--- src/clnp_pkg.sv ---
// shared types and constants for the chained-length name list parser
// no dependencies
package clnp_pkg;

  localparam int MAX_ENTRIES = 256;
  localparam int NAME_LIMIT  = 64;
  localparam int ENTRY_W     = 9;
  localparam int POS_W       = 6;
  localparam int QDEPTH      = 4;
  localparam int QPTR_W      = $clog2(QDEPTH);
  localparam int QCNT_W      = $clog2(QDEPTH + 1);

  typedef enum logic [5:0] {
    PH_HDR_COUNT = 6'b000001,
    PH_HDR_LEN   = 6'b000010,
    PH_NAME      = 6'b000100,
    PH_NEXT_LEN  = 6'b001000,
    PH_DONE      = 6'b010000,
    PH_HALT      = 6'b100000
  } phase_t;

  typedef enum logic [1:0] {
    ST_OK    = 2'd0,
    ST_PARSE = 2'd1,
    ST_TRUNC = 2'd2
  } status_t;

  typedef enum logic [1:0] {
    KIND_CHAR   = 2'd0,
    KIND_EMPTY  = 2'd1,
    KIND_STATUS = 2'd2
  } kind_t;

  typedef struct packed {
    kind_t              kind;
    logic [7:0]         entry_index;
    logic [31:0]        entry_offset;
    logic [POS_W-1:0]   char_pos;
    logic [7:0]         char_value;
    logic               name_end;
    status_t            status;
    logic [31:0]        header_count;
    logic [ENTRY_W-1:0] entries_found;
  } result_t;

  typedef struct packed {
    logic [1:0] n;
    result_t    first;
    result_t    second;
  } q_push_t;

endpackage

--- src/chained_length_name_list_parser.sv ---
// Byte-stream parser for a chained-length list of names.
// Input channel: in_valid / in_stall with in_data_byte and in_last_byte, one buffer
// byte per item; in_last_byte marks the final byte of a buffer.
// Result channel: out_valid / out_stall with the out_ fields; kind 0 is a name
// character, kind 1 an empty name, kind 2 the final status after the last byte.
// An accepted byte updates the parse state, and its results enter the registered result
// queue and are shown on the result channel behind any results still waiting there.
// Throughput is one byte per cycle while in_stall is low; the final byte may give two
// results (a name character or empty name, and the status), which drain one per
// unstalled cycle through a four-item queue. in_stall rises when the queue cannot take
// two more items, that is while three or more results wait; nothing is dropped.
// Reset (rst_n low, synchronous) empties the queue and returns the parser to the
// start of a buffer; after each final byte the parser returns there by itself.
// depends on clnp_pkg, clnp_result_q
module chained_length_name_list_parser import clnp_pkg::*; (
  input  logic               clk,
  input  logic               rst_n,
  input  logic               in_valid,
  output logic               in_stall,
  input  logic [7:0]         in_data_byte,
  input  logic               in_last_byte,
  output logic               out_valid,
  input  logic               out_stall,
  output logic [1:0]         out_kind,
  output logic [7:0]         out_entry_index,
  output logic [31:0]        out_entry_offset,
  output logic [5:0]         out_char_pos,
  output logic [7:0]         out_char_value,
  output logic               out_name_end,
  output logic [1:0]         out_status,
  output logic [31:0]        out_header_count,
  output logic [8:0]         out_entries_found
);

  phase_t             phase_r, phase_nxt;
  logic [31:0]        byte_off_r, byte_off_nxt;
  logic [31:0]        field_r, field_nxt;
  logic [1:0]         fcnt_r, fcnt_nxt;
  logic [31:0]        declared_r, declared_nxt;
  logic [ENTRY_W-1:0] entries_r, entries_nxt;
  logic [POS_W-1:0]   name_rem_r, name_rem_nxt;
  logic [POS_W-1:0]   name_pos_r, name_pos_nxt;
  logic [31:0]        name_start_r, name_start_nxt;
  status_t            err_r, err_nxt;

  logic               in_acc;
  logic               q_full;
  logic [31:0]        next_off;
  logic [31:0]        fld_val;
  logic [ENTRY_W-1:0] entries_inc;
  logic               hdr_done;
  result_t            res0, res1;
  logic               res0_vld, res1_vld;
  q_push_t            push;
  result_t            head;

  assign in_stall    = q_full;
  assign in_acc      = in_valid && !q_full;
  assign next_off    = byte_off_r + 32'd1;
  assign fld_val     = {in_data_byte, field_r[23:0]};
  assign entries_inc = entries_r + ENTRY_W'(1);

  always_comb begin
    phase_nxt      = phase_r;
    byte_off_nxt   = byte_off_r;
    field_nxt      = field_r;
    fcnt_nxt       = fcnt_r;
    declared_nxt   = declared_r;
    entries_nxt    = entries_r;
    name_rem_nxt   = name_rem_r;
    name_pos_nxt   = name_pos_r;
    name_start_nxt = name_start_r;
    err_nxt        = err_r;
    res0           = '0;
    res1           = '0;
    res0_vld       = 1'b0;
    res1_vld       = 1'b0;
    hdr_done       = 1'b0;
    if (in_acc) begin
      case (phase_r)
        PH_HDR_COUNT, PH_HDR_LEN, PH_NEXT_LEN: begin
          if (fcnt_r == 2'd3) begin
            field_nxt = '0;
            fcnt_nxt  = '0;
            if (phase_r == PH_HDR_COUNT) begin
              declared_nxt = fld_val;
              phase_nxt    = PH_HDR_LEN;
            end else if (32'(entries_r) >= declared_r) begin
              phase_nxt = PH_DONE;
            end else if (32'(entries_r) >= 32'(MAX_ENTRIES)) begin
              if (err_r == ST_OK) err_nxt = ST_PARSE;
              phase_nxt = PH_HALT;
            end else if (fld_val >= 32'(NAME_LIMIT)) begin
              if (err_r == ST_OK) err_nxt = ST_TRUNC;
              phase_nxt = PH_HALT;
            end else begin
              name_start_nxt = next_off;
              name_pos_nxt   = '0;
              if (fld_val == 32'd0) begin
                res0_vld           = 1'b1;
                res0.kind          = KIND_EMPTY;
                res0.entry_index   = entries_r[7:0];
                res0.entry_offset  = next_off;
                entries_nxt        = entries_inc;
                phase_nxt = (32'(entries_inc) < declared_r) ? PH_NEXT_LEN : PH_DONE;
              end else begin
                name_rem_nxt = fld_val[POS_W-1:0];
                phase_nxt    = PH_NAME;
              end
            end
          end else begin
            field_nxt = field_r | (32'(in_data_byte) << {fcnt_r, 3'b000});
            fcnt_nxt  = fcnt_r + 2'd1;
          end
        end
        PH_NAME: begin
          res0_vld          = 1'b1;
          res0.kind         = KIND_CHAR;
          res0.entry_index  = entries_r[7:0];
          res0.entry_offset = name_start_r;
          res0.char_pos     = name_pos_r;
          res0.char_value   = in_data_byte;
          res0.name_end     = (name_rem_r == POS_W'(1));
          name_pos_nxt      = name_pos_r + POS_W'(1);
          name_rem_nxt      = name_rem_r - POS_W'(1);
          if (name_rem_r == POS_W'(1)) begin
            entries_nxt = entries_inc;
            phase_nxt = (32'(entries_inc) < declared_r) ? PH_NEXT_LEN : PH_DONE;
          end
        end
        PH_DONE: begin
          if (err_r == ST_OK) err_nxt = ST_PARSE;
          phase_nxt = PH_HALT;
        end
        default: begin
        end
      endcase
      byte_off_nxt = next_off;
      if (in_last_byte) begin
        hdr_done           = !(phase_nxt inside {PH_HDR_COUNT, PH_HDR_LEN});
        res1_vld           = 1'b1;
        res1.kind          = KIND_STATUS;
        res1.header_count  = hdr_done ? declared_nxt : 32'd0;
        res1.entries_found = entries_nxt;
        if (err_nxt != ST_OK) res1.status = err_nxt;
        else if (!hdr_done) res1.status = ST_PARSE;
        else if (phase_nxt == PH_DONE) res1.status = ST_OK;
        else res1.status = ST_TRUNC;
        phase_nxt      = PH_HDR_COUNT;
        byte_off_nxt   = '0;
        field_nxt      = '0;
        fcnt_nxt       = '0;
        declared_nxt   = '0;
        entries_nxt    = '0;
        name_rem_nxt   = '0;
        name_pos_nxt   = '0;
        name_start_nxt = '0;
        err_nxt        = ST_OK;
      end
    end
  end

  always_comb begin
    push.n      = 2'(res0_vld) + 2'(res1_vld);
    push.first  = res0_vld ? res0 : res1;
    push.second = res1;
  end

  always_ff @(posedge clk) begin
    if (!rst_n) begin
      phase_r      <= PH_HDR_COUNT;
      byte_off_r   <= '0;
      field_r      <= '0;
      fcnt_r       <= '0;
      declared_r   <= '0;
      entries_r    <= '0;
      name_rem_r   <= '0;
      name_pos_r   <= '0;
      name_start_r <= '0;
      err_r        <= ST_OK;
    end else begin
      phase_r      <= phase_nxt;
      byte_off_r   <= byte_off_nxt;
      field_r      <= field_nxt;
      fcnt_r       <= fcnt_nxt;
      declared_r   <= declared_nxt;
      entries_r    <= entries_nxt;
      name_rem_r   <= name_rem_nxt;
      name_pos_r   <= name_pos_nxt;
      name_start_r <= name_start_nxt;
      err_r        <= err_nxt;
    end
  end

  clnp_result_q u_result_q (
    .clk       (clk),
    .rst_n     (rst_n),
    .push      (push),
    .full      (q_full),
    .out_valid (out_valid),
    .out_stall (out_stall),
    .head      (head)
  );

  assign out_kind          = head.kind;
  assign out_entry_index   = head.entry_index;
  assign out_entry_offset  = head.entry_offset;
  assign out_char_pos      = head.char_pos;
  assign out_char_value    = head.char_value;
  assign out_name_end      = head.name_end;
  assign out_status        = head.status;
  assign out_header_count  = head.header_count;
  assign out_entries_found = head.entries_found;

`ifndef ASSERT_OFF
  a_entries_bound: assert property (@(posedge clk) disable iff (!rst_n)
    32'(entries_r) <= 32'(MAX_ENTRIES))
    else $error("entry count beyond limit");

  a_restart: assert property (@(posedge clk) disable iff (!rst_n)
    (in_acc && in_last_byte) |=> (phase_r == PH_HDR_COUNT && byte_off_r == 32'd0
                                  && err_r == ST_OK))
    else $error("parser not back at buffer start after final byte");

  a_name_pending: assert property (@(posedge clk) disable iff (!rst_n)
    (phase_r == PH_NAME) |-> (name_rem_r != '0))
    else $error("name phase with nothing left to take");
`endif

endmodule

--- src/clnp_result_q.sv ---
// result queue: takes up to two items a cycle, gives one a cycle while out_stall is low
// depends on clnp_pkg
module clnp_result_q import clnp_pkg::*; (
  input  logic    clk,
  input  logic    rst_n,
  input  q_push_t push,
  output logic    full,
  output logic    out_valid,
  input  logic    out_stall,
  output result_t head
);

  result_t            q_r [QDEPTH];
  logic [QPTR_W-1:0]  wptr_r, wptr_nxt;
  logic [QPTR_W-1:0]  rptr_r, rptr_nxt;
  logic [QCNT_W-1:0]  cnt_r, cnt_nxt;
  logic               pop;

  assign out_valid = (cnt_r != '0);
  assign pop       = out_valid && !out_stall;
  assign full      = (cnt_r > QCNT_W'(QDEPTH - 2));
  assign head      = q_r[rptr_r];

  always_comb begin
    wptr_nxt = wptr_r + QPTR_W'(push.n);
    rptr_nxt = rptr_r + QPTR_W'(pop);
    cnt_nxt  = cnt_r + QCNT_W'(push.n) - QCNT_W'(pop);
  end

  always_ff @(posedge clk) begin
    if (push.n != 2'd0) begin
      q_r[wptr_r] <= push.first;
    end
    if (push.n == 2'd2) begin
      q_r[wptr_r + QPTR_W'(1)] <= push.second;
    end
  end

  always_ff @(posedge clk) begin
    if (!rst_n) begin
      wptr_r <= '0;
      rptr_r <= '0;
      cnt_r  <= '0;
    end else begin
      wptr_r <= wptr_nxt;
      rptr_r <= rptr_nxt;
      cnt_r  <= cnt_nxt;
    end
  end

`ifndef ASSERT_OFF
  a_cnt_bound: assert property (@(posedge clk) disable iff (!rst_n)
    cnt_r <= QCNT_W'(QDEPTH))
    else $error("result queue overfilled");

  a_push_room: assert property (@(posedge clk) disable iff (!rst_n)
    (push.n != 2'd0) |-> !full)
    else $error("push into full result queue");

  a_cnt_track: assert property (@(posedge clk) disable iff (!rst_n)
    ##1 (cnt_r == $past(cnt_r) + QCNT_W'($past(push.n)) - QCNT_W'($past(pop))))
    else $error("result queue count mismatch");
`endif

endmodule

--- config.mk ---
export PLATFORM = sky130hd
export DESIGN_NAME = chained_length_name_list_parser
export DESIGN_NICKNAME = d
export VERILOG_FILES = /design/src/clnp_pkg.sv /design/src/chained_length_name_list_parser.sv /design/src/clnp_result_q.sv
export SDC_FILE = /design/constraint.sdc
export NUM_CORES = 1
export LEC_CHECK = 0
export BUFFER_PORTS_ARGS = -buffer_cell sky130_fd_sc_hd__buf_4
export CAP_MARGIN = 0
export CORE_ASPECT_RATIO = 0.8
export CORE_MARGIN = 2
export CORE_UTILIZATION = 66
export CTS_CLUSTER_DIAMETER = 40
export DETAILED_ROUTE_END_ITERATION = 7
export GPL_TIMING_DRIVEN = 0
export PLACE_DENSITY = 0.85
export SETUP_SLACK_MARGIN = 0.1
export SYNTH_ARGS = -nofsm -noshare
export SYNTH_HDL_FRONTEND = slang
export SYNTH_SLANG_ARGS = --single-unit
--- constraint.sdc ---
create_clock -name clk -period 10.3 [get_ports clk]
set_input_delay 1.03 -clock clk [delete_from_list [all_inputs] [get_ports clk]]
set_output_delay 1.03 -clock clk [all_outputs]
set_load 0.1 [all_outputs]
==> impl_metrics.sql <==
INSERT INTO impl_metrics (metric_group, metric, value, unit) VALUES
('clock_network', 'clk_transition_reported_paths', '0.07', 'ns'),
('yosys', 'number_of_warnings_issued_by_yosys', '0', ''),
('clock_network', 'tritoncts', 'done', ''),
('timing', 'slew_headroom', '4.91', '%'),
('critical_path', 'crit_path_end_kind', 'flip-flop', ''),
('power', 'power.density', '207', 'nW/um2'),
('die', 'placementRows', '62', ''),
('global_routing', 'grt_use_met3', '10.2', '%'),
('die', 'fp.dieH', '175', 'um'),
('yosys', 'synthDistinctLibCells', '72', ''),
('yosys', 'synthesis.area', '24300', 'um2'),
('clock_network', 'cts_inserted_buffers', '56', ''),
('detailed_routing', 'drt-total-wl', '72200', 'um'),
('global_routing', 'globalRouteMet1Util', '52.5', '%'),
('worst_hold_path', 'worstHoldPathType', 'reg -> reg', ''),
('die', 'die-area', '38300', 'um2'),
('job', 'drv_cap', '0', ''),
('timing', 'holdWs', '0.459', 'ns'),
('die', 'core_area', '36100', 'um2'),
('cells_and_area', 'num-fill-cells', '2274', ''),
('global_routing', 'grt_max_degree', '36', ''),
('timing', 'finalClockSkew', '0.0302', 'ns'),
('clock_network', 'clk-insertion-delay-late', '0.61', 'ns'),
('clock_network', 'clk_path_buf_depth', '3', ''),
('detailed_routing', 'remaining_drc_errors', '0', ''),
('cells_and_area', 'final_design_area_no_fill', '27700', 'um2'),
('die', 'start_util', '67.2', '%'),
('critical_path', 'crit_type', 'reg -> reg', ''),
('cells_and_area', 'share_of_layout_cells_above_drive_strength_1', '16.5', '%'),
('status', 'status', 'complete, no violations', ''),
('global_routing', 'global_route_wire_length_before_repair', '110000', 'um'),
('timing', 'timing_max_transition_violations_final', '0', ''),
('placed_design', 'placed_area', '25700', 'um2'),
('yosys', 'synth_area_per_cell', '11.1', 'um2'),
('yosys', 'synth-edff-count', '176', ''),
('clock_network', 'postCtsSetupRepairBufs', '0', ''),
('global_routing', 'grt-ovfl-total', '0', ''),
('clock_network', 'cts_repair_resize_count', '0', ''),
('yosys', 'synth.ff_latch_count', '558', ''),
('placed_design', 'port_buffers', '104', ''),
('power', 'leak', '9.67', 'nW'),
('cells_and_area', 'insertedDiodeCount', '0', ''),
('detailed_routing', 'route.vias.total', '19600', ''),
('timing', 'achievable-frequency', '164', 'MHz'),
('global_routing', 'first_global_vias', '19300', ''),
('critical_path', 'cp.required', '10.63', 'ns'),
('timing', 'timing_hold_violations_final', '0', ''),
('clock_network', 'cts.hold.buffers_added', '0', ''),
('yosys', 'synthesis.nets', '2242', ''),
('timing', 'rsz0062_at_grt', 'no', ''),
('yosys', 'yosys_most_used_dff', 'sky130_fd_sc_hd__dfxtp_1', ''),
('timing', 'finalSetupViolCount', '0', ''),
('detailed_routing', 'drt_iter0_markers', '3086', ''),
('cells_and_area', 'layout-area-overhead-vs-synth', '14.1', '%'),
('clock_network', 'cts_sinks', '558', ''),
('detailed_routing', 'post_drt_via_cell_ratio', '6.77', ''),
('timing', 'final.min_clock_period', '6.09', 'ns'),
('global_routing', 'grt_antenna_before_repair', '0', ''),
('detailed_routing', 'drt_pre_antenna_iters', '7', ''),
('timing', 'timing.setup.tns', '0', 'ns'),
('global_routing', 'grtUsageMet2', '56.7', '%'),
('yosys', 'synthesis.instances', '2194', ''),
('critical_path', 'arrival', '6.42', 'ns'),
('placed_design', 'dp_hpwl', '49600', 'um'),
('critical_path', 'timing.critical_path.fanout_max', '35', ''),
('clock_network', 'clock_tree.htree_level_count', '2', ''),
('power', 'finalPower', '0.00573', 'W'),
('critical_path', 'type_of_element_launching_the_critical_path', 'flip-flop', ''),
('timing', 'worstMarginPinSlew', '1.42', 'ns'),
('timing', 'timing.final.crit_share', '59.1', '%'),
('die', 'num_io_pins', '115', ''),
('cells_and_area', 'final_nets', '2408', ''),
('power', 'ir_worst_vdd', '0.000193', 'V'),
('placed_design', 'routabilityCongestion', '0.943', ''),
('global_routing', 'groute.usage.overall', '37.4', '%'),
('detailed_routing', 'route.antenna.remaining_nets', '0', ''),
('die', 'die_w', '218', 'um'),
('global_routing', 'grt-busiest-layer', 'met2', ''),
('yosys', 'synthArstFlopShare', '0', '%'),
('yosys', 'synth_sequential_area_ratio', '53.3', '%'),
('detailed_routing', 'post_drt_wl_per_cell', '25.0', 'um'),
('clock_network', 'cts.root.buffer_cell', 'sky130_fd_sc_hd__clkbuf_16', '');
[state kept, by name, indices dropped and copies added (netlist names)]
register,flops
field_r,24
err_r,2
u_result_q.rptr_r,2
fcnt_r,2
phase_r,6
name_start_r,32
entries_r,9
name_rem_r,6
declared_r,32
u_result_q.wptr_r,2
u_result_q.q_r,400
u_result_q.cnt_r,3
byte_off_r,32
name_pos_r,6
[metrics by stage]
step	setup slack, ns	utilization [%]	instances
2_1_floorplan	4.70	-	2194
3_3_place_gp	2.65	71.1	2778
3_5_place_dp	4.02	71.3	2782
4_1_cts	4.31	76.7	2888
5_1_grt	4.02	76.7	2888
6_report	4.21	76.7	2888
[metal layers]
metal  part of all wire (%)  up-vias  routed length [um]
met5                      0        -                   0
met2                     45     1436               32400
met4                    2.9        0                2100
met3                     13      204                9290
met1                     39     9561               28400
li1                       -     8352                   -
[layout by cell type (no fill, tap or decap), drive strengths merged, types with 100 or more instances in the layout]
cell type and n:
o21ai 112, dfxtp 382, nor2b 100, a22o 181, nor2 287, buf 157, mux4 100, edfxtp 176
nand2 173, clkbuf 186
[cells by family after synthesis]
group	after synthesis	share of synthesized area, %
AO/OA/AOI/OAI	507	15.1
XOR/XNOR	55	1.99
adder cells (fa/ha/maj)	35	1.84
buffers and inverters	198	3.27
flip-flops	558	53.3
multiplexers	134	10.9
AND/OR/NAND/NOR	707	13.7
[critical path, cell delays in order, from the launching register on]
cell and delay, ns:
sky130_fd_sc_hd__dfxtp_1 0.34, sky130_fd_sc_hd__nor4_1 0.43, sky130_fd_sc_hd__nand4_1 0.35, sky130_fd_sc_hd__or3_4 0.49, sky130_fd_sc_hd__o211ai_4 0.33, sky130_fd_sc_hd__o21a_1 0.23, sky130_fd_sc_hd__nand2b_1 0.12, sky130_fd_sc_hd__buf_4 0.19
sky130_fd_sc_hd__buf_2 0.27, sky130_fd_sc_hd__ha_1 0.19, sky130_fd_sc_hd__clkbuf_1 0.24, sky130_fd_sc_hd__or3_1 0.16, sky130_fd_sc_hd__clkbuf_1 0.37, sky130_fd_sc_hd__and2_1 0.30, sky130_fd_sc_hd__clkbuf_1 0.60, sky130_fd_sc_hd__clkbuf_1 0.59
sky130_fd_sc_hd__inv_2 0.31, sky130_fd_sc_hd__buf_12 0.27
[synthesized netlist by cell type (3+ instances only)]
cell,instances,area [um2]
sky130_fd_sc_hd__nand2_1,173,649
sky130_fd_sc_hd__buf_1,23,86.3
sky130_fd_sc_hd__a211oi_1,3,22.5
sky130_fd_sc_hd__and2_1,29,181
sky130_fd_sc_hd__buf_2,19,95.1
sky130_fd_sc_hd__clkbuf_1,114,428
sky130_fd_sc_hd__mux2_2,32,360
sky130_fd_sc_hd__o21ai_0,98,490
sky130_fd_sc_hd__nand3_1,18,90.1
sky130_fd_sc_hd__o21ai_1,11,55.1
sky130_fd_sc_hd__a21oi_1,69,345
sky130_fd_sc_hd__and3_1,10,62.6
sky130_fd_sc_hd__mux4_2,100,2250
sky130_fd_sc_hd__o22ai_1,3,18.8
sky130_fd_sc_hd__nor2b_1,100,626
sky130_fd_sc_hd__a22o_1,181,1590
sky130_fd_sc_hd__xor2_1,23,201
sky130_fd_sc_hd__or3_1,13,81.3
sky130_fd_sc_hd__nand2b_1,6,37.5
sky130_fd_sc_hd__nor3_1,18,90.1
sky130_fd_sc_hd__o21ai_2,3,26.3
sky130_fd_sc_hd__nand4_1,9,56.3
sky130_fd_sc_hd__a21boi_0,12,90.1
sky130_fd_sc_hd__nor2_1,283,1060
sky130_fd_sc_hd__or4_1,3,22.5
sky130_fd_sc_hd__o21a_1,5,37.5
sky130_fd_sc_hd__a22oi_1,84,631
sky130_fd_sc_hd__or2_2,3,18.8
sky130_fd_sc_hd__dfxtp_1,382,7650
sky130_fd_sc_hd__a21o_1,6,45.0
sky130_fd_sc_hd__nor3b_1,6,45.0
sky130_fd_sc_hd__o31ai_1,6,45.0
sky130_fd_sc_hd__a32oi_1,3,26.3
sky130_fd_sc_hd__nor4_1,15,93.8
sky130_fd_sc_hd__ha_1,34,425
sky130_fd_sc_hd__inv_1,33,124
sky130_fd_sc_hd__buf_4,7,52.6
sky130_fd_sc_hd__edfxtp_1,176,5290
sky130_fd_sc_hd__xnor2_1,32,280
sky130_fd_sc_hd__nor2_2,4,25.0
sky130_fd_sc_hd__a31oi_1,4,25.0
[cell type report]
type	instances	area, um2	area share [%]
flip-flops and latches	558	12900	46.7
repair buffers	108	861	3.11
well taps	480	601	2.17
multi-input cells	1438	10500	38.1
clock buffers	72	1620	5.84
inverters	35	131	0.475
clock inverters	34	347	1.25
plain buffers	163	662	2.39
[where the power goes]
part | internal [W] | switching [W] | total, W
registers | 0.00230 | 0.0000259 | 0.00233
logic | 0.000318 | 0.000935 | 0.00125
clock network | 0.00123 | 0.000925 | 0.00215
total | 0.00385 | 0.00189 | 0.00573
[worst paths after layout]
check                                            from                     to  slack [ns]  depth (start not counted)
worst max-delay path                   declared_r[24]  u_result_q.q_r[0][11]        4.21                         17
worst min-delay path            u_result_q.q_r[3][77]  u_result_q.q_r[3][77]        0.46                          2
worst max register to register         declared_r[24]  u_result_q.q_r[0][11]        4.21                         17
worst min register to register  u_result_q.q_r[3][77]  u_result_q.q_r[3][77]        0.46                          2
Power figures use the tool's default switching activity.
